## src/rtl/core/fhp_pkg.sv

```systemverilog
package fhp_pkg;

    // Frame layout
    localparam logic [5:0]  ETH_HEADER_BYTES = 6'd14;
    localparam logic [5:0]  ETYPE_HI_POS     = 6'd12;
    localparam logic [5:0]  ETYPE_LO_POS     = 6'd13;
    localparam logic [6:0]  IP_HEADER_BYTES  = 7'd20;
    localparam logic [6:0]  TCP_NEED_BYTES   = 7'd14;
    localparam logic [6:0]  UDP_NEED_BYTES   = 7'd4;
    localparam logic [5:0]  POSITION_MAX     = 6'd63;

    // Header field codes
    localparam logic [15:0] ETHERTYPE_IPV4   = 16'h0800;
    localparam logic [7:0]  PROTO_TCP        = 8'd6;
    localparam logic [7:0]  PROTO_UDP        = 8'd17;

    // Header fields gathered while a frame streams in
    typedef struct packed {
        logic [15:0] link_type;
        logic [15:0] total_length;
        logic [15:0] identification;
        logic [7:0]  protocol;
        logic [31:0] source_address;
        logic [31:0] destination_address;
        logic [15:0] source_port;
        logic [15:0] destination_port;
        logic [31:0] sequence_number;
        logic [7:0]  flag_bits;
        logic [3:0]  data_offset;
    } hdr_t;

    // One finished frame, handed from the front end to the back end
    typedef struct packed {
        logic        has_eth;
        logic [5:0]  last_pos;
        hdr_t        hdr;
    } frame_rec_t;

    // One result item
    typedef struct packed {
        logic        accepted;
        logic [7:0]  protocol;
        logic [31:0] source_address;
        logic [31:0] destination_address;
        logic [15:0] source_port;
        logic [15:0] destination_port;
        logic [15:0] identification;
        logic [7:0]  flag_bits;
        logic [31:0] sequence_number;
        logic [15:0] payload_length;
        logic [15:0] frame_length;
    } result_t;

endpackage

```

## src/rtl/core/fhp_if.sv

```systemverilog
interface fhp_byte_if;
    logic       valid;
    logic       ready;
    logic [7:0] data_byte;
    logic       last_byte;

    modport source (output valid, output data_byte, output last_byte, input ready);
    modport sink   (input valid, input data_byte, input last_byte, output ready);
endinterface

interface fhp_result_if;
    logic        valid;
    logic        ready;
    logic        accepted;
    logic [7:0]  protocol;
    logic [31:0] source_address;
    logic [31:0] destination_address;
    logic [15:0] source_port;
    logic [15:0] destination_port;
    logic [15:0] identification;
    logic [7:0]  flag_bits;
    logic [31:0] sequence_number;
    logic [15:0] payload_length;
    logic [15:0] frame_length;

    modport source (
        output valid, input ready,
        output accepted, output protocol, output source_address,
        output destination_address, output source_port, output destination_port,
        output identification, output flag_bits, output sequence_number,
        output payload_length, output frame_length
    );
    modport sink (
        input valid, output ready,
        input accepted, input protocol, input source_address,
        input destination_address, input source_port, input destination_port,
        input identification, input flag_bits, input sequence_number,
        input payload_length, input frame_length
    );
endinterface

```

## src/rtl/core/fhp_front.sv

```systemverilog
module fhp_front
    import fhp_pkg::*;
(
    input  logic       clk,
    input  logic       rst_n,
    input  logic       has_eth,
    input  logic       in_valid,
    output logic       in_ready,
    input  logic [7:0] data_byte,
    input  logic       last_byte,
    output logic       rec_push,
    output frame_rec_t rec_data,
    input  logic       rec_full
);

    logic [5:0] pos_reg;
    logic [5:0] pos_next;
    hdr_t       hdr_reg;
    hdr_t       hdr_next;
    hdr_t       hdr_cap;
    logic [5:0] base;
    logic [5:0] rel;
    logic       accept;

    assign in_ready = !rec_full;
    assign accept   = in_valid && in_ready;
    assign base     = has_eth ? ETH_HEADER_BYTES : 6'd0;
    assign rel      = pos_reg - base;

    // Header state with the current byte folded in
    always_comb
    begin
        hdr_cap = hdr_reg;
        if (has_eth && pos_reg == ETYPE_HI_POS)
        begin
            hdr_cap.link_type[15:8] = data_byte;
        end
        if (has_eth && pos_reg == ETYPE_LO_POS)
        begin
            hdr_cap.link_type[7:0] = data_byte;
        end
        if (pos_reg >= base)
        begin
            case (rel) inside
                6'd2:  hdr_cap.total_length[15:8]   = data_byte;
                6'd3:  hdr_cap.total_length[7:0]    = data_byte;
                6'd4:  hdr_cap.identification[15:8] = data_byte;
                6'd5:  hdr_cap.identification[7:0]  = data_byte;
                6'd9:  hdr_cap.protocol             = data_byte;
                [6'd12:6'd15]:
                    hdr_cap.source_address[{~rel[1:0], 3'b000} +: 8] = data_byte;
                [6'd16:6'd19]:
                    hdr_cap.destination_address[{~rel[1:0], 3'b000} +: 8] = data_byte;
                [6'd20:6'd21]:
                    hdr_cap.source_port[{~rel[0], 3'b000} +: 8] = data_byte;
                [6'd22:6'd23]:
                    hdr_cap.destination_port[{~rel[0], 3'b000} +: 8] = data_byte;
                [6'd24:6'd27]:
                    hdr_cap.sequence_number[{~rel[1:0], 3'b000} +: 8] = data_byte;
                6'd32: hdr_cap.data_offset          = data_byte[7:4];
                6'd33: hdr_cap.flag_bits            = data_byte;
                default: ;
            endcase
        end
    end

    always_comb
    begin
        pos_next = pos_reg;
        hdr_next = hdr_reg;
        if (accept)
        begin
            if (last_byte)
            begin
                pos_next = '0;
                hdr_next = '0;
            end
            else
            begin
                hdr_next = hdr_cap;
                if (pos_reg != POSITION_MAX)
                begin
                    pos_next = pos_reg + 6'd1;
                end
            end
        end
    end

    assign rec_push          = accept && last_byte;
    assign rec_data.has_eth  = has_eth;
    assign rec_data.last_pos = pos_reg;
    assign rec_data.hdr      = hdr_cap;

    always_ff @(posedge clk or negedge rst_n)
    begin
        if (!rst_n)
        begin
            pos_reg <= '0;
            hdr_reg <= '0;
        end
        else
        begin
            pos_reg <= pos_next;
            hdr_reg <= hdr_next;
        end
    end

endmodule

```

## src/rtl/core/fhp_queue.sv

```systemverilog
module fhp_queue
    import fhp_pkg::*;
#(
    parameter int DEPTH = 2
)
(
    input  logic       clk,
    input  logic       rst_n,
    input  logic       push,
    input  frame_rec_t push_data,
    output logic       full,
    input  logic       pop,
    output frame_rec_t pop_data,
    output logic       not_empty
);

    localparam int AW = (DEPTH > 1) ? $clog2(DEPTH) : 1;
    localparam int CW = $clog2(DEPTH + 1);

    frame_rec_t    slot_reg [DEPTH];
    logic [AW-1:0] wr_ptr_reg;
    logic [AW-1:0] wr_ptr_next;
    logic [AW-1:0] rd_ptr_reg;
    logic [AW-1:0] rd_ptr_next;
    logic [CW-1:0] count_reg;
    logic [CW-1:0] count_next;
    logic          do_push;
    logic          do_pop;

    assign full      = count_reg == CW'(DEPTH);
    assign not_empty = count_reg != '0;
    assign do_push   = push && !full;
    assign do_pop    = pop && not_empty;
    assign pop_data  = slot_reg[rd_ptr_reg];

    always_comb
    begin
        wr_ptr_next = wr_ptr_reg;
        rd_ptr_next = rd_ptr_reg;
        count_next  = count_reg;
        if (do_push)
        begin
            wr_ptr_next = (wr_ptr_reg == AW'(DEPTH - 1)) ? '0 : wr_ptr_reg + AW'(1);
        end
        if (do_pop)
        begin
            rd_ptr_next = (rd_ptr_reg == AW'(DEPTH - 1)) ? '0 : rd_ptr_reg + AW'(1);
        end
        if (do_push && !do_pop)
        begin
            count_next = count_reg + CW'(1);
        end
        else if (do_pop && !do_push)
        begin
            count_next = count_reg - CW'(1);
        end
    end

    always_ff @(posedge clk or negedge rst_n)
    begin
        if (!rst_n)
        begin
            wr_ptr_reg <= '0;
            rd_ptr_reg <= '0;
            count_reg  <= '0;
        end
        else
        begin
            wr_ptr_reg <= wr_ptr_next;
            rd_ptr_reg <= rd_ptr_next;
            count_reg  <= count_next;
        end
    end

    always_ff @(posedge clk)
    begin
        if (do_push)
        begin
            slot_reg[wr_ptr_reg] <= push_data;
        end
    end

endmodule

```

## src/rtl/core/fhp_back.sv

```systemverilog
module fhp_back
    import fhp_pkg::*;
(
    input  logic       clk,
    input  logic       rst_n,
    input  logic       rec_valid,
    input  frame_rec_t rec_data,
    output logic       rec_pop,
    output logic       out_valid,
    input  logic       out_ready,
    output result_t    out_data
);

    logic       out_valid_reg;
    logic       out_valid_next;
    result_t    result_reg;
    result_t    result_next;
    logic       is_tcp;
    logic       is_udp;
    logic [6:0] count;
    logic [6:0] need;
    logic [6:0] base;
    logic       type_ok;
    logic       frame_ok;

    assign is_tcp  = rec_data.hdr.protocol == PROTO_TCP;
    assign is_udp  = rec_data.hdr.protocol == PROTO_UDP;
    assign base    = rec_data.has_eth ? {1'b0, ETH_HEADER_BYTES} : 7'd0;
    assign count   = {1'b0, rec_data.last_pos} + 7'd1;
    assign need    = base + IP_HEADER_BYTES + (is_tcp ? TCP_NEED_BYTES : UDP_NEED_BYTES);
    assign type_ok = !rec_data.has_eth || rec_data.hdr.link_type == ETHERTYPE_IPV4;
    assign frame_ok = (is_tcp || is_udp) && (count >= need) && type_ok;

    assign rec_pop = rec_valid && (!out_valid_reg || out_ready);

    always_comb
    begin
        result_next = '0;
        if (frame_ok)
        begin
            result_next.accepted            = 1'b1;
            result_next.protocol            = rec_data.hdr.protocol;
            result_next.source_address      = rec_data.hdr.source_address;
            result_next.destination_address = rec_data.hdr.destination_address;
            result_next.source_port         = rec_data.hdr.source_port;
            result_next.destination_port    = rec_data.hdr.destination_port;
            result_next.identification      = rec_data.hdr.identification;
            result_next.frame_length        = rec_data.hdr.total_length + {9'd0, base};
            if (is_tcp)
            begin
                result_next.flag_bits       = rec_data.hdr.flag_bits;
                result_next.sequence_number = rec_data.hdr.sequence_number;
                result_next.payload_length  = rec_data.hdr.total_length
                                              - {9'd0, IP_HEADER_BYTES}
                                              - {10'd0, rec_data.hdr.data_offset, 2'b00};
            end
        end
    end

    always_comb
    begin
        out_valid_next = out_valid_reg;
        if (rec_pop)
        begin
            out_valid_next = 1'b1;
        end
        else if (out_ready)
        begin
            out_valid_next = 1'b0;
        end
    end

    always_ff @(posedge clk or negedge rst_n)
    begin
        if (!rst_n)
        begin
            out_valid_reg <= 1'b0;
        end
        else
        begin
            out_valid_reg <= out_valid_next;
        end
    end

    always_ff @(posedge clk)
    begin
        if (rec_pop)
        begin
            result_reg <= result_next;
        end
    end

    assign out_valid = out_valid_reg;
    assign out_data  = result_reg;

endmodule

```

## src/rtl/core/flow_header_parser.sv

```systemverilog
// flow_header_parser: pulls the IPv4 five-tuple plus IP id, TCP flags, sequence
// number and lengths out of a frame streamed one byte per transfer.
// byte_in : one frame byte per transfer, last_byte marks the end of frame.
//           Ready drops only while the frame queue is full.
// result_out: one result per frame, with accepted = 1 for TCP/UDP frames
//           (EtherType IPv4 if an Ethernet header is on) whose headers arrived
//           in full; all other fields read 0 when the frame is refused.
// cfg_write_enable / cfg_write_data: has_ethernet_header (reset 1), written
//           at any clock edge with the enable high.
// Throughput: one byte per cycle while the frame queue is not full;
//           frames may follow each other directly.
// Result path: the frame enters the queue at the last-byte transfer, then
//           the result register loads from the queue and valid rises with it.
// Receiver stall: results wait in the output register and the queue
//           (QUEUE_DEPTH frames); bytes keep flowing until the queue fills.
// Reset: clears the byte position, captured header and queue pointers and count.
module flow_header_parser
    import fhp_pkg::*;
#(
    parameter int QUEUE_DEPTH = 2
)
(
    input  logic                clk,
    input  logic                rst_n,
    input  logic                cfg_write_enable,
    input  logic                cfg_write_data,
    fhp_byte_if.sink            byte_in,
    fhp_result_if.source        result_out
);

    logic       has_eth_reg;
    logic       has_eth_next;
    logic       rec_push;
    frame_rec_t push_rec;
    logic       q_full;
    logic       q_not_empty;
    logic       rec_pop;
    frame_rec_t pop_rec;
    result_t    result;

    // Config register, takes effect on the next byte
    assign has_eth_next = cfg_write_enable ? cfg_write_data : has_eth_reg;

    always_ff @(posedge clk or negedge rst_n)
    begin
        if (!rst_n)
        begin
            has_eth_reg <= 1'b1;
        end
        else
        begin
            has_eth_reg <= has_eth_next;
        end
    end

    // Front end: byte position tracking and field capture
    fhp_front u_front (
        .clk       (clk),
        .rst_n     (rst_n),
        .has_eth   (has_eth_reg),
        .in_valid  (byte_in.valid),
        .in_ready  (byte_in.ready),
        .data_byte (byte_in.data_byte),
        .last_byte (byte_in.last_byte),
        .rec_push  (rec_push),
        .rec_data  (push_rec),
        .rec_full  (q_full)
    );

    // Finished frames wait here so either side can stall
    fhp_queue #(
        .DEPTH (QUEUE_DEPTH)
    ) u_queue (
        .clk       (clk),
        .rst_n     (rst_n),
        .push      (rec_push),
        .push_data (push_rec),
        .full      (q_full),
        .pop       (rec_pop),
        .pop_data  (pop_rec),
        .not_empty (q_not_empty)
    );

    // Back end: accept check, length math, output register
    fhp_back u_back (
        .clk       (clk),
        .rst_n     (rst_n),
        .rec_valid (q_not_empty),
        .rec_data  (pop_rec),
        .rec_pop   (rec_pop),
        .out_valid (result_out.valid),
        .out_ready (result_out.ready),
        .out_data  (result)
    );

    assign result_out.accepted            = result.accepted;
    assign result_out.protocol            = result.protocol;
    assign result_out.source_address      = result.source_address;
    assign result_out.destination_address = result.destination_address;
    assign result_out.source_port         = result.source_port;
    assign result_out.destination_port    = result.destination_port;
    assign result_out.identification      = result.identification;
    assign result_out.flag_bits           = result.flag_bits;
    assign result_out.sequence_number     = result.sequence_number;
    assign result_out.payload_length      = result.payload_length;
    assign result_out.frame_length        = result.frame_length;

endmodule
```

## src/flat_wrapper.sv

```systemverilog
// flat-port wrapper written by rule: the top's interface ports become plain ports
module flow_header_parser_flat import fhp_pkg::*;
#(
    parameter int QUEUE_DEPTH = 2
)
  (clk, rst_n, cfg_write_enable, cfg_write_data, byte_in_valid, byte_in_data_byte, byte_in_last_byte, byte_in_ready, result_out_valid, result_out_ready, result_out_accepted, result_out_protocol, result_out_source_address, result_out_destination_address, result_out_source_port, result_out_destination_port, result_out_identification, result_out_flag_bits, result_out_sequence_number, result_out_payload_length, result_out_frame_length);
  fhp_byte_if byte_in_i ();
  fhp_result_if result_out_i ();
  input  logic clk;
  input  logic rst_n;
  input  logic cfg_write_enable;
  input  logic cfg_write_data;
  input wire logic [$bits(byte_in_i.valid)-1:0] byte_in_valid;
  input wire logic [$bits(byte_in_i.data_byte)-1:0] byte_in_data_byte;
  input wire logic [$bits(byte_in_i.last_byte)-1:0] byte_in_last_byte;
  output wire logic [$bits(byte_in_i.ready)-1:0] byte_in_ready;
  output wire logic [$bits(result_out_i.valid)-1:0] result_out_valid;
  input wire logic [$bits(result_out_i.ready)-1:0] result_out_ready;
  output wire logic [$bits(result_out_i.accepted)-1:0] result_out_accepted;
  output wire logic [$bits(result_out_i.protocol)-1:0] result_out_protocol;
  output wire logic [$bits(result_out_i.source_address)-1:0] result_out_source_address;
  output wire logic [$bits(result_out_i.destination_address)-1:0] result_out_destination_address;
  output wire logic [$bits(result_out_i.source_port)-1:0] result_out_source_port;
  output wire logic [$bits(result_out_i.destination_port)-1:0] result_out_destination_port;
  output wire logic [$bits(result_out_i.identification)-1:0] result_out_identification;
  output wire logic [$bits(result_out_i.flag_bits)-1:0] result_out_flag_bits;
  output wire logic [$bits(result_out_i.sequence_number)-1:0] result_out_sequence_number;
  output wire logic [$bits(result_out_i.payload_length)-1:0] result_out_payload_length;
  output wire logic [$bits(result_out_i.frame_length)-1:0] result_out_frame_length;
  assign byte_in_i.valid = byte_in_valid;
  assign byte_in_i.data_byte = byte_in_data_byte;
  assign byte_in_i.last_byte = byte_in_last_byte;
  assign byte_in_ready = byte_in_i.ready;
  assign result_out_valid = result_out_i.valid;
  assign result_out_i.ready = result_out_ready;
  assign result_out_accepted = result_out_i.accepted;
  assign result_out_protocol = result_out_i.protocol;
  assign result_out_source_address = result_out_i.source_address;
  assign result_out_destination_address = result_out_i.destination_address;
  assign result_out_source_port = result_out_i.source_port;
  assign result_out_destination_port = result_out_i.destination_port;
  assign result_out_identification = result_out_i.identification;
  assign result_out_flag_bits = result_out_i.flag_bits;
  assign result_out_sequence_number = result_out_i.sequence_number;
  assign result_out_payload_length = result_out_i.payload_length;
  assign result_out_frame_length = result_out_i.frame_length;
  flow_header_parser #(.QUEUE_DEPTH(QUEUE_DEPTH)) u_core (.clk(clk), .rst_n(rst_n), .cfg_write_enable(cfg_write_enable), .cfg_write_data(cfg_write_data), .byte_in(byte_in_i), .result_out(result_out_i));
endmodule
```

## config.mk

```make
export PLATFORM = sky130hd
export DESIGN_NAME = flow_header_parser_flat
export DESIGN_NICKNAME = d
export VERILOG_FILES = /design/src/rtl/core/fhp_pkg.sv /design/src/rtl/core/fhp_if.sv /design/src/rtl/core/fhp_front.sv /design/src/rtl/core/fhp_queue.sv /design/src/rtl/core/fhp_back.sv /design/src/rtl/core/flow_header_parser.sv /design/src/flat_wrapper.sv
export SDC_FILE = /design/constraint.sdc
export NUM_CORES = 1
export LEC_CHECK = 0
export ABC_AREA = 0
export BUFFER_PORTS_ARGS = -buffer_cell sky130_fd_sc_hd__buf_2
export CAP_MARGIN = 20
export CORE_UTILIZATION = 55
export CTS_CLUSTER_DIAMETER = 150
export DETAILED_ROUTE_END_ITERATION = 7
export PLACE_DENSITY = 0.81
export SETUP_SLACK_MARGIN = 0.05
export SYNTH_ARGS = -nofsm -noshare
export SYNTH_HDL_FRONTEND = slang
export SYNTH_SLANG_ARGS = --single-unit
```

## constraint.sdc

```tcl
create_clock -name clk -period 14.75 [get_ports clk]
set_input_delay 0.7375 -clock clk [delete_from_list [all_inputs] [get_ports clk]]
set_output_delay 0.7375 -clock clk [all_outputs]
set_load 0.02 [all_outputs]
```

==> flow_results.xml <==
<?xml version="1.0" encoding="UTF-8"?>
<metrics>
  <group name="logic_synthesis">
    <metric name="arithmetic_cell_share_of_the_synthesized_area_counting_full_adders_half_adders_and_majority_gates" unit="">0.0144</metric>
    <metric name="async_reset_ff_frac" unit="">0.258</metric>
    <metric name="synth-warning-count" unit="">0</metric>
    <metric name="synth.ff_latch_count" unit="">807</metric>
    <metric name="synth_top_area_cell" unit="">sky130_fd_sc_hd__edfxtp_1</metric>
    <metric name="synth_top_family_by_area" unit="">multiplexers</metric>
    <metric name="yosys.area_share.xor_xnor" unit="">0.00869</metric>
    <metric name="synth_area_per_cell" unit="um2">14.7</metric>
    <metric name="synth.distinct_cells" unit="">84</metric>
    <metric name="ys_dominant_reg_cell" unit="">sky130_fd_sc_hd__edfxtp_1</metric>
    <metric name="seq_area_frac_synth" unit="">0.698</metric>
    <metric name="synth_largest_type_area_fraction" unit="">0.541</metric>
    <metric name="netlist_instances" unit="">2264</metric>
    <metric name="synth_area" unit="um2">33300</metric>
    <metric name="synth.top_cells.by_count" unit="">sky130_fd_sc_hd__edfxtp_1 (599), sky130_fd_sc_hd__dfrtp_1 (207), sky130_fd_sc_hd__nor2_1 (206)</metric>
    <metric name="synth_area_leaders" unit="">sky130_fd_sc_hd__edfxtp_1 (54%), sky130_fd_sc_hd__dfrtp_1 (16%), sky130_fd_sc_hd__mux2i_1 (5.1%)</metric>
    <metric name="synth_most_common_cell" unit="">sky130_fd_sc_hd__edfxtp_1</metric>
    <metric name="post_synth_and_or_nand_nor_area_fraction" unit="">0.0798</metric>
    <metric name="number_of_flops_mapped_to_enable_cells_by_yosys" unit="">599</metric>
    <metric name="synth_compound_area_frac" unit="">0.0705</metric>
    <metric name="post_synth_mux_area_share" unit="">0.103</metric>
  </group>
  <group name="cells_and_area">
    <metric name="number_of_flip_flops_under_the_largest_register_name" unit="">406</metric>
    <metric name="final_nets" unit="">2515</metric>
    <metric name="area.growth.synth_to_final" unit="%">13.0</metric>
    <metric name="final.fill_count" unit="">4175</metric>
    <metric name="antenna_cells" unit="">0</metric>
    <metric name="multi_input_area" unit="um2">9250</metric>
    <metric name="register_area" unit="um2">23200</metric>
    <metric name="post_route_cells_drive_above_1_share" unit="">0.217</metric>
  </group>
  <group name="worst_setup_path">
    <metric name="critPathArrivalTime" unit="ns">5.30</metric>
    <metric name="critPathSlowestCell" unit="">sky130_fd_sc_hd__buf_4</metric>
    <metric name="rr_startpoint" unit="">u_core.u_queue.rd_ptr_reg</metric>
    <metric name="end_kind" unit="">flip-flop</metric>
    <metric name="critical-path-max-stage-delay" unit="ns">0.73</metric>
    <metric name="crit_required" unit="ns">15.08</metric>
    <metric name="r2r_cells" unit="">12</metric>
    <metric name="rr_endpoint" unit="">u_core.u_back.out_data[116]</metric>
    <metric name="crit_path_max_fanout" unit="">90</metric>
    <metric name="rrSetupSlack" unit="ns">9.77</metric>
    <metric name="setup.worst_path.class" unit="">reg2reg</metric>
    <metric name="critical_path_cell_list" unit="">buf_4 -&gt; mux2_2 -&gt; ha_1 -&gt; o21ai_0 -&gt; xor2_1 -&gt; ha_1 -&gt; o21ai_0 -&gt; a21oi_1 -&gt; o32ai_1 -&gt; a21o_4 -&gt; buf_4 -&gt; nor2_1</metric>
    <metric name="cp-start-kind" unit="">flip-flop</metric>
  </group>
  <group name="sta">
    <metric name="post-route-worst-setup-slack" unit="ns">9.77</metric>
    <metric name="finalClockSkew" unit="ns">0.0191</metric>
    <metric name="worst_pin_slew" unit="ns">1.09</metric>
    <metric name="finalCritPeriodShare" unit="">0.337</metric>
    <metric name="max_freq" unit="MHz">201</metric>
    <metric name="count_of_final_hold_check_violations" unit="">0</metric>
    <metric name="final_period_minus_worst_setup_slack" unit="ns">4.98</metric>
    <metric name="finalMaxSlewViolations" unit="">0</metric>
    <metric name="finalSetupViolCount" unit="">0</metric>
    <metric name="setup_tns" unit="ns">0</metric>
    <metric name="grt_setup_unrepaired" unit="">no</metric>
    <metric name="slew_hr" unit="">0.275</metric>
  </group>
  <group name="status">
    <metric name="status" unit="">completed</metric>
  </group>
  <group name="clocking">
    <metric name="tritoncts" unit="">built</metric>
    <metric name="worst_setup_hold_path_clk_slew" unit="ns">0.06</metric>
    <metric name="cts_buf_count" unit="">81</metric>
    <metric name="clk_path_buf_depth" unit="">3</metric>
    <metric name="postCtsResizedCells" unit="">0</metric>
    <metric name="root_buffer" unit="">sky130_fd_sc_hd__clkbuf_16</metric>
    <metric name="clkSinkCount" unit="">807</metric>
    <metric name="worst_skew_pair.late_latency" unit="ns">0.63</metric>
    <metric name="hold_buffers" unit="">0</metric>
    <metric name="htree_num_levels" unit="">3</metric>
    <metric name="cts_setup_buffers" unit="">0</metric>
  </group>
  <group name="route">
    <metric name="m1WireLength" unit="um">29400</metric>
    <metric name="total_wire_length_after_detailed_routing" unit="um">74700</metric>
    <metric name="avgRoutedWirePerCell" unit="um">22.6</metric>
    <metric name="routed.top_layer" unit="">met4</metric>
    <metric name="routed-wl-met3" unit="um">5730</metric>
    <metric name="via_count" unit="">19900</metric>
    <metric name="drt_pre_antenna_iters" unit="">5</metric>
    <metric name="drt_drc_violations_left" unit="">0</metric>
    <metric name="detail-route-antenna-nets" unit="">0</metric>
    <metric name="avgViaCountPerCell" unit="">6.01</metric>
    <metric name="drt_iter0_markers" unit="">1977</metric>
    <metric name="met2_wirelength" unit="um">36900</metric>
  </group>
  <group name="grt">
    <metric name="via_count_of_the_first_global_routing_pass" unit="">19500</metric>
    <metric name="overflow" unit="">0</metric>
    <metric name="initial_antenna_violation_count" unit="">1</metric>
    <metric name="grt_first_pass_wirelength" unit="um">113000</metric>
    <metric name="grt_use_total" unit="">0.243</metric>
    <metric name="pin_count_of_the_biggest_net_entering_global_routing" unit="">118</metric>
  </group>
  <group name="floorplan">
    <metric name="design.portCount" unit="">210</metric>
    <metric name="initial_utilization" unit="">0.560</metric>
    <metric name="chip_width" unit="um">248</metric>
    <metric name="design.core.area" unit="um2">59400</metric>
    <metric name="die_height" unit="um">248</metric>
    <metric name="placementRows" unit="">89</metric>
    <metric name="die_outline_area" unit="um2">61400</metric>
  </group>
  <group name="placement">
    <metric name="port_buffers" unit="">209</metric>
    <metric name="detailedPlacementHpwl" unit="um">46300</metric>
    <metric name="gp_routability_congestion" unit="">0.879</metric>
    <metric name="pre_cts_slack" unit="ns">9.19</metric>
  </group>
  <group name="run">
    <metric name="total_of_max_cap_violations" unit="">0</metric>
  </group>
  <group name="pwr">
    <metric name="power.ir.vdd_worst" unit="uV">135</metric>
    <metric name="static-leakage-power" unit="nW">14.9</metric>
    <metric name="power_per_cell_area" unit="nW/um2">175</metric>
  </group>
  <group name="worst_hold_path">
    <metric name="holdCritPathClass" unit="">in2async</metric>
  </group>
</metrics>
[metal layers]
metal / vias to the layer above / track usage
li1: 8839 / -
met1: 9917 / 0.317
met2: 900 / 0.405
met3: 194 / 0.0475
met4: 0 / 0.0931
met5: - / 0
[report_power, final]
part / total [W] / switching [W] / internal [W]
sequential: 0.00295 / 0.000111 / 0.00284
clock: 0.00204 / 0.000840 / 0.00119
combinational: 0.00161 / 0.00110 / 0.000509
total: 0.00659 / 0.00205 / 0.00454
[logic make-up (layout without fill, tap and decap cells)]
logic type                 Yosys count  in the layout
DFF                                807            807
and+or+nand+nor                    556            556
AOI/OAI and AO/OA                  330            330
muxes                              320            320
buffers and inverters              180            442
adders and majority gates           37             37
xor gates and xnor gates            33             33
other                                1              4
[layout by cell type, fill, tap and decap left out, types with 24 or more instances in the layout]
cell type / Yosys / final
sky130_fd_sc_hd__clkbuf_1: 55 / 24
sky130_fd_sc_hd__nand2_1: 131 / 130
sky130_fd_sc_hd__edfxtp_1: 599 / 599
sky130_fd_sc_hd__inv_1: 51 / 50
sky130_fd_sc_hd__nand3_1: 65 / 65
sky130_fd_sc_hd__dfrtp_1: 207 / 206
sky130_fd_sc_hd__xnor2_1: 25 / 25
sky130_fd_sc_hd__clkbuf_16: 0 / 85
sky130_fd_sc_hd__nor2_1: 206 / 204
sky130_fd_sc_hd__buf_2: 42 / 208
sky130_fd_sc_hd__and2_1: 38 / 38
sky130_fd_sc_hd__a22o_1: 75 / 75
sky130_fd_sc_hd__buf_4: 8 / 28
sky130_fd_sc_hd__mux2i_1: 168 / 168
sky130_fd_sc_hd__o2bb2ai_1: 35 / 35
sky130_fd_sc_hd__ha_1: 35 / 35
sky130_fd_sc_hd__o21ai_0: 128 / 128
sky130_fd_sc_hd__mux2_2: 139 / 139
[worst max-delay path, delay by kind of cell (launching register included)]
family | cells | cell delay, ns
AO/OA/AOI/OAI | 5 | 1.45
flip-flops | 1 | 0.66
adder cells (fa/ha/maj) | 2 | 0.50
XOR/XNOR | 1 | 0.25
AND/OR/NAND/NOR | 1 | 0.16
buffers and inverters | 2 | 1.06
multiplexers | 1 | 0.40
[through the flow]
stage / hold WS (ns) / util / power [W] / area [um2] / std cells
after floorplan: 0.437 / - / 0.00416 / 33300 / 2267
after global placement: 0.469 / 0.587 / 0.00454 / 34800 / 3145
after detailed placement: 0.471 / 0.587 / 0.00458 / 34800 / 3145
after CTS: 0.0867 / 0.632 / 0.00661 / 37500 / 3294
after global routing: 0.109 / 0.633 / 0.00685 / 37600 / 3302
final: 0.0926 / 0.633 / 0.00659 / 37600 / 3302
[worst max-delay path by stage]
stage | cells past startpoint | slack (ns) | to | startpoint
floorplan | 4 | 4.14 | u_core.u_queue.slot_reg[0][0] | byte_in_last_byte
CTS | 12 | 9.16 | u_core.u_back.out_data[116] | u_core.u_queue.rd_ptr_reg
global route | 13 | 9.51 | u_core.u_back.out_data[108] | u_core.u_queue.slot_reg[0][145]
detailed placement | 12 | 9.19 | u_core.u_back.out_data[108] | u_core.u_queue.rd_ptr_reg
finish | 12 | 9.77 | u_core.u_back.out_data[116] | u_core.u_queue.rd_ptr_reg
global placement | 11 | 9.52 | u_core.u_back.out_data[174] | u_core.u_queue.rd_ptr_reg
[cell type report]
cell class | count | share of cell area
flip-flops and latches | 807 | 0.617
multi-input cells | 1280 | 0.246
clock buffers | 115 | 0.0612
repair buffers | 240 | 0.0354
well taps | 773 | 0.0257
clock inverters | 34 | 0.00909
inverters | 53 | 0.00549
(Power assumes the default switching activity.)
